===== src/rtl/core/vrfh_pkg.sv =====
`default_nettype none
package vrfh_pkg;

    localparam int MAP_AXIS_BITS_DEF = 5;

    localparam int TIME_W  = 32;
    localparam int RECIP_W = 31;
    localparam int MAG_W   = 16;
    localparam int OFF_W   = 9;
    localparam int CELL_W  = 19;
    localparam int OUT_W   = 10;
    localparam int DIST_W  = 16;
    localparam int APB_AW  = 3;
    localparam int APB_DW  = 32;

    localparam logic [TIME_W-1:0] TIME_MAX     = '1;
    localparam logic [DIST_W-1:0] MAX_DIST_RST = 16'd2560;

    localparam logic KIND_WRITE = 1'b0;
    localparam logic KIND_CAST  = 1'b1;

    localparam logic REG_MAX_DIST = 1'b0;

    typedef enum logic [2:0] {
        ST_CLEAR,
        ST_IDLE,
        ST_DIV,
        ST_MUL,
        ST_CHECK,
        ST_READ,
        ST_FINISH
    } vrfh_state_t;

    typedef struct packed {
        logic busy;
        logic done;
    } recip_status_t;

    function automatic logic [TIME_W-1:0] sat_add(input logic [TIME_W-1:0] a,
                                                  input logic [TIME_W-1:0] b);
        logic [TIME_W:0] s;
        s = {1'b0, a} + {1'b0, b};
        return s[TIME_W] ? TIME_MAX : s[TIME_W-1:0];
    endfunction

endpackage
`default_nettype wire


===== src/rtl/core/vrfh_recip.sv =====
`default_nettype none
// 2^30 / mag, restoring, one quotient bit per cycle
module vrfh_recip
    import vrfh_pkg::*;
(
    input  wire logic               clk,
    input  wire logic               rst_n,
    input  wire logic               start,
    input  wire logic [MAG_W-1:0]   mag,
    output logic      [RECIP_W-1:0] quot,
    output recip_status_t           status
);

    logic [4:0]         cnt_reg;
    logic               busy_reg;
    logic               done_reg;
    logic [MAG_W-1:0]   mag_reg;
    logic [MAG_W-1:0]   rem_reg;
    logic [RECIP_W-1:0] quot_reg;
    logic [MAG_W:0]     trial;
    logic               ge;

    assign trial = {rem_reg, (cnt_reg == 5'(RECIP_W - 1))};
    assign ge    = trial >= {1'b0, mag_reg};

    always_ff @(posedge clk or negedge rst_n)
    begin
        if (!rst_n)
        begin
            busy_reg <= 1'b0;
            done_reg <= 1'b0;
            cnt_reg  <= '0;
        end
        else
        begin
            done_reg <= 1'b0;
            if (start)
            begin
                busy_reg <= 1'b1;
                cnt_reg  <= 5'(RECIP_W - 1);
            end
            else if (busy_reg)
            begin
                cnt_reg <= cnt_reg - 5'd1;
                if (cnt_reg == 5'd0)
                begin
                    busy_reg <= 1'b0;
                    done_reg <= 1'b1;
                end
            end
        end
    end

    always_ff @(posedge clk)
    begin
        if (start)
        begin
            mag_reg <= mag;
            rem_reg <= '0;
        end
        else if (busy_reg)
        begin
            rem_reg  <= ge ? MAG_W'(trial - {1'b0, mag_reg}) : trial[MAG_W-1:0];
            quot_reg <= {quot_reg[RECIP_W-2:0], ge};
        end
    end

    assign quot        = quot_reg;
    assign status.busy = busy_reg;
    assign status.done = done_reg;

endmodule
`default_nettype wire


===== config.mk =====
export PLATFORM = sky130hd
export DESIGN_NAME = vrfh_recip
export DESIGN_NICKNAME = d
export VERILOG_FILES = /design/src/rtl/core/vrfh_pkg.sv /design/src/rtl/core/vrfh_recip.sv
export SDC_FILE = /design/constraint.sdc
export NUM_CORES = 1
export LEC_CHECK = 0
export BUFFER_PORTS_ARGS = -buffer_cell sky130_fd_sc_hd__buf_2
export CORE_MARGIN = 1.5
export CORE_UTILIZATION = 45
export CTS_CLUSTER_SIZE = 16
export DETAILED_ROUTE_END_ITERATION = 8
export PLACE_DENSITY = 0.65
export REMOVE_ABC_BUFFERS = 1
export SLEW_MARGIN = 20
export SYNTH_ARGS = -nofsm -noshare
export SYNTH_HDL_FRONTEND = slang
export SYNTH_SLANG_ARGS = --single-unit

===== constraint.sdc =====
create_clock -name clk -period 3.2 [get_ports clk]
set_clock_uncertainty 0.2 [all_clocks]
set_input_delay 0.64 -clock clk [delete_from_list [all_inputs] [get_ports clk]]
set_output_delay 0.64 -clock clk [all_outputs]
set_load 0.01 [all_outputs]

### Word level (Yosys, flattened, before mapping)

Index checks and enable logic that the tools add are counted.

* register bits: 70
* latch bits: 0
* memory bits (writable): 0
* ROM bits: 0
* input port bits: 19
* output and inout port bits: 33
* word-level logic and storage cells: 23
* memories: 0

* add/subtract/negate cells: 2
* multipliers: 0
* div/mod/pow operators: 0
* order comparisons: 1
* eq/ne operators: 1
* shift-type cells: 0
* muxes and demuxes: 9
* bitwise operators: 1
* reductions and logical operators: 3

Operator list (number)
* $ge 17x16->1: 1
* $mux 16: 1
* $sub 16x16->16: 1
* $mux 5: 2
* $mux 1: 6
* $eq 5x5->1 const B: 1
* $logic_not 5->1: 1
* $sub 5x1->5 const B: 1
* $reduce_and 2->1: 1
* $reduce_bool 2->1: 1
* $not 1->1: 1

### Longest topological paths before layout

* depth after elaboration: 4
* depth in mapped cells: 11
* depth with buffers taken out: 11

### Least setup slack after synthesis

Ideal clock, no wire load.

* kind: input port to flip-flop
* start: input start
* end: register rem_reg[15]
* setup time: 0.086 ns
* arrival time: 2.720 ns
* data required time: 2.914 ns
* slack: 0.194 ns
* stages: 3
* buffers on the path: 0
* path through: nor2b_1 -> o21ai_1 -> o221ai_1

RTL lines
* start, declared: line vrfh_recip.sv:8 `input wire logic start,`
* end signal, assigned: line vrfh_recip.sv:63 `rem_reg <= ge ? MAG_W'(trial - {1'b0, mag_reg}) : trial[MAG_W-1:0];`
* end, declared: line vrfh_recip.sv:18 `logic [MAG_W-1:0] rem_reg;`

### Final worst setup path

* start: register cnt_reg[0]
* end: register rem_reg[4]

* word-level cells in the longest chain between the ends: 3
* elaborated cells on any way between the ends: 4
* those cells by class: add/sub: 1; order compare: 1; eq/ne: 1; mux: 1

Ends and longest elaborated chain
* start, declared: line vrfh_recip.sv:14 `logic [4:0] cnt_reg;`
* start signal, assigned: line vrfh_recip.sv:40 `cnt_reg <= 5'(RECIP_W - 1);`
* start signal, assigned: line vrfh_recip.sv:44 `cnt_reg <= cnt_reg - 5'd1;`
* $eq 5x5->1 (*): line vrfh_recip.sv:23 `assign trial = {rem_reg, (cnt_reg == 5'(RECIP_W - 1))};`
* $sub 16x16->16 / $ge 17x16->1 (equally long branches): line vrfh_recip.sv:63, vrfh_recip.sv:24
* $mux 16 (*): line vrfh_recip.sv:63

Every way passes the cells marked *; elsewhere a longest branch is shown, timed or not.
A chain may end at the register's enable or synchronous reset.

==> flow_metrics.tcl <==
set metrics [dict create \
    drt.antenna.violating_nets 0 \
    largest_reg_flops 31 \
    core-area_sq_um 7690 \
    min_period_over_period_pct 93.2 \
    end_kind "flip-flop" \
    synth-edff-count 47 \
    cts_tree "built" \
    path_class "reg -> reg" \
    die_h_um 92.1 \
    leakage_nw 1.68 \
    h-tree-depth 3 \
    crit_chain "inv_1, ha_1, nand4_1, ha_1, nand3b_1, a21oi_1, nor2_1, a211o_2, a211o_1, a311oi_1" \
    std_cell_rows 32 \
    io_buffer_count 51 \
    path_buf_inv 1 \
    drc 0 \
    critPathMostFrequentCell "ha_1" \
    drt-met1-wl_um 3450 \
    wl_met3_um 312 \
    syn_inst 327 \
    drive_gt1_share_pct 21.7 \
    firstDrtPassIters 4 \
    antenna_found_initial 0 \
    synthDistinctLibCells 55 \
    cap_violations 0 \
    ys_seq_area_share_pct 53.4 \
    min-delay-start "quot[25]" \
    clock_latency_ps 360 \
    critPathSlowestCell "a211o_2" \
    clk_path_buf_depth 2 \
    wl_per_cell_um 15.2 \
    syn_area_per_cell_sq_um 10.9 \
    powerDensity_nw_per_um2 778 \
    globalplace.congestion 0.860 \
    grt_pass1_wl_um 12100 \
    cp_top_family "compound AO/OA/AOI/OAI gates" \
    start_util_pct 46.5 \
    cp_data_required_time_ps 3270 \
    cts.sinks 70 \
    critPathLaunch "cnt_reg[0]" \
    p_sw_share_pct 35.8 \
    syn_area_sq_um 3570 \
    cp_data_arrival_time_ps 3050 \
    area_growth_pct 15.8 \
    finalHoldViolations 0 \
    ioPinCount 52 \
    finalPower_mw 3.22 \
    grt.overflow.total 0 \
    finalWorstSetupSlack_ps 217 \
    hp-class "reg -> reg" \
    wl_um 7370 \
    comb_power_share_pct 37.0 \
    ys_warn_count 0 \
    die-area_sq_um 8480 \
    p_seq_share_pct 37.5 \
    ys_seq_elements 70 \
    p_clk_share_pct 25.5 \
    cts.repair.resized 0 \
    first_global_vias 2563 \
    grt.total_usage_pct 18.2 \
    fmax_mhz 335 \
    rsz0062_at_grt "false" \
    grt_max_degree 47 \
    internal_power_mw 2.06 \
    rrSetupSlack_ps 220 \
    drv_slew 0 \
    top_layer "met4" \
    status "completed" \
    async_flop_share_pct 10.0 \
    drtIter0Drc 140 \
    layout_min_cycle_time_ps 2980 \
    switchingPower_mw 1.15 \
    maxSlewHeadroom_pct 60.1 \
    cp_slowest_stage_delay_ps 460 \
    place_hpwl_um 5140 \
    wl_met2_um 3520 \
    worstPathMaxFanout 17 \
    ys_top_cells_by_area "edfxtp_1, dfxtp_1, ha_1" \
    vias 2661 \
    nNetsFinal 416 \
    cts_buffers 9 \
    preCtsSetupSlack_ps 253 \
    die_w_um 92.1 \
    synth_top_cell_by_area "edfxtp_1" \
    cts_root_buffer "clkbuf_8" \
    via_per_inst 5.50 \
    tightest_slew_ps 593 \
    start_kind "flip-flop" \
    peakVddDrop_v 0.000293 \
    diodes 0 \
    rr_startpoint "cnt_reg[0]" \
    n_fill_cell 702 \
    clk_pin_slew_worst_paths_ps 90 \
    synth_top_cell_area_share_pct 39.5 \
    setup_viol 0 \
    synthFlopType "edfxtp_1" \
]
## kinds of logic (layout without fill, tap and decap cells)
logic type | Yosys count | count (layout) | synth area share [%]
compound gates | 81 | 81 | 15.2
mux | 4 | 4 | 1.12
flops | 70 | 70 | 53.4
fa+ha+maj | 20 | 20 | 7.22
simple gates | 104 | 104 | 15.8
buf+inv | 38 | 93 | 4.77
xor+xnor | 10 | 10 | 2.45
## synthesized netlist by cell type, drive strengths merged (9+ instances only)
master	number
a21oi	16
dfxtp	16
nand2b	11
inv	20
xnor2	9
edfxtp	47
ha	19
o21ai	19
clkbuf	11
nand3	11
nor2	27
nand2	18
## layout make-up
class | instances | area (sq um) | share of cell area [%]
Clock inverter | 7 | 103 | 2.48
Inverter | 20 | 75.1 | 1.82
Clock buffer | 9 | 124 | 3.00
Timing Repair Buffer | 57 | 303 | 7.32
Tap cell | 102 | 128 | 3.09
Multi-Input combinational cell | 219 | 1500 | 36.2
Sequential cell | 70 | 1910 | 46.1
## worst reg2reg max path, stage by stage, from the launching register on
cell,delay [ps]
dfrtp_1,410
inv_1,110
ha_1,160
nand4_1,130
ha_1,240
nand3b_1,190
a21oi_1,250
nor2_1,140
a211o_2,460
a211o_1,330
a311oi_1,270
## through the flow
step	cells	hold slack (ps)	TNS (ps)	instance area (sq um)	utilization, %
final	484	240	0	4140	53.8
after global routing	484	235	0	4140	53.8
after CTS	484	240	0	4140	53.8
after detailed placement	467	230	0	3900	50.7
after global placement	467	224	0	3900	50.7
after floorplan	309	144	-884	3480	-
## power groups by stage
stage | clock network [mW] | registers [mW] | logic [mW]
2_1_floorplan | 0 | 1.21 | 0.886
3_3_place_gp | 0 | 1.22 | 1.16
3_5_place_dp | 0 | 1.22 | 1.17
4_1_cts | 0.833 | 1.20 | 1.18
5_1_grt | 0.870 | 1.23 | 1.33
6_report | 0.820 | 1.21 | 1.19
## metal layers
layer  GRT usage [%]  vias up
met3            4.73       10
met4            4.87        0
li1                -     1307
met2            29.7       59
met5               0        -
met1            24.1     1285
## cell usage in the layout, fill, tap and decap left out, drive strengths merged, types with 3 or more instances in the layout
cell and count:
mux2i 4, a211oi 3, a311oi 8, nor2b 3, edfxtp 47, a211o 4
clkbuf 9, nand3 11, a21boi 4, nand4 3, nand3b 4, nor2 27
nor3b 7, nor3 4, a21o 3, o21ai 19, xnor2 9, dfxtp 16
and3 3, nand2 18, dfrtp 7, inv 23, ha 19, o21a 3
a21oi 16, nand2b 11, buf 56, or3b 3, a31oi 8
## final timing paths
kind	depth (start not counted)	endpoint
hold reg to reg	0	quot[26]
min in group asynchronous	2	done_reg
setup / recovery	10	rem_reg[4]
max in group asynchronous	2	cnt_reg[4]
hold / removal	0	quot[26]
setup reg to reg	10	rem_reg[4]
## what timing repair did
| action | in CTS | in global routing |
|---|---|---|
| endpoints found under the hold margin | 7 | 0 |
| setup buffers | 0 | 0 |
| hold buffers | 1 | 0 |
No activity file was read; power rests on OpenSTA's default activity.
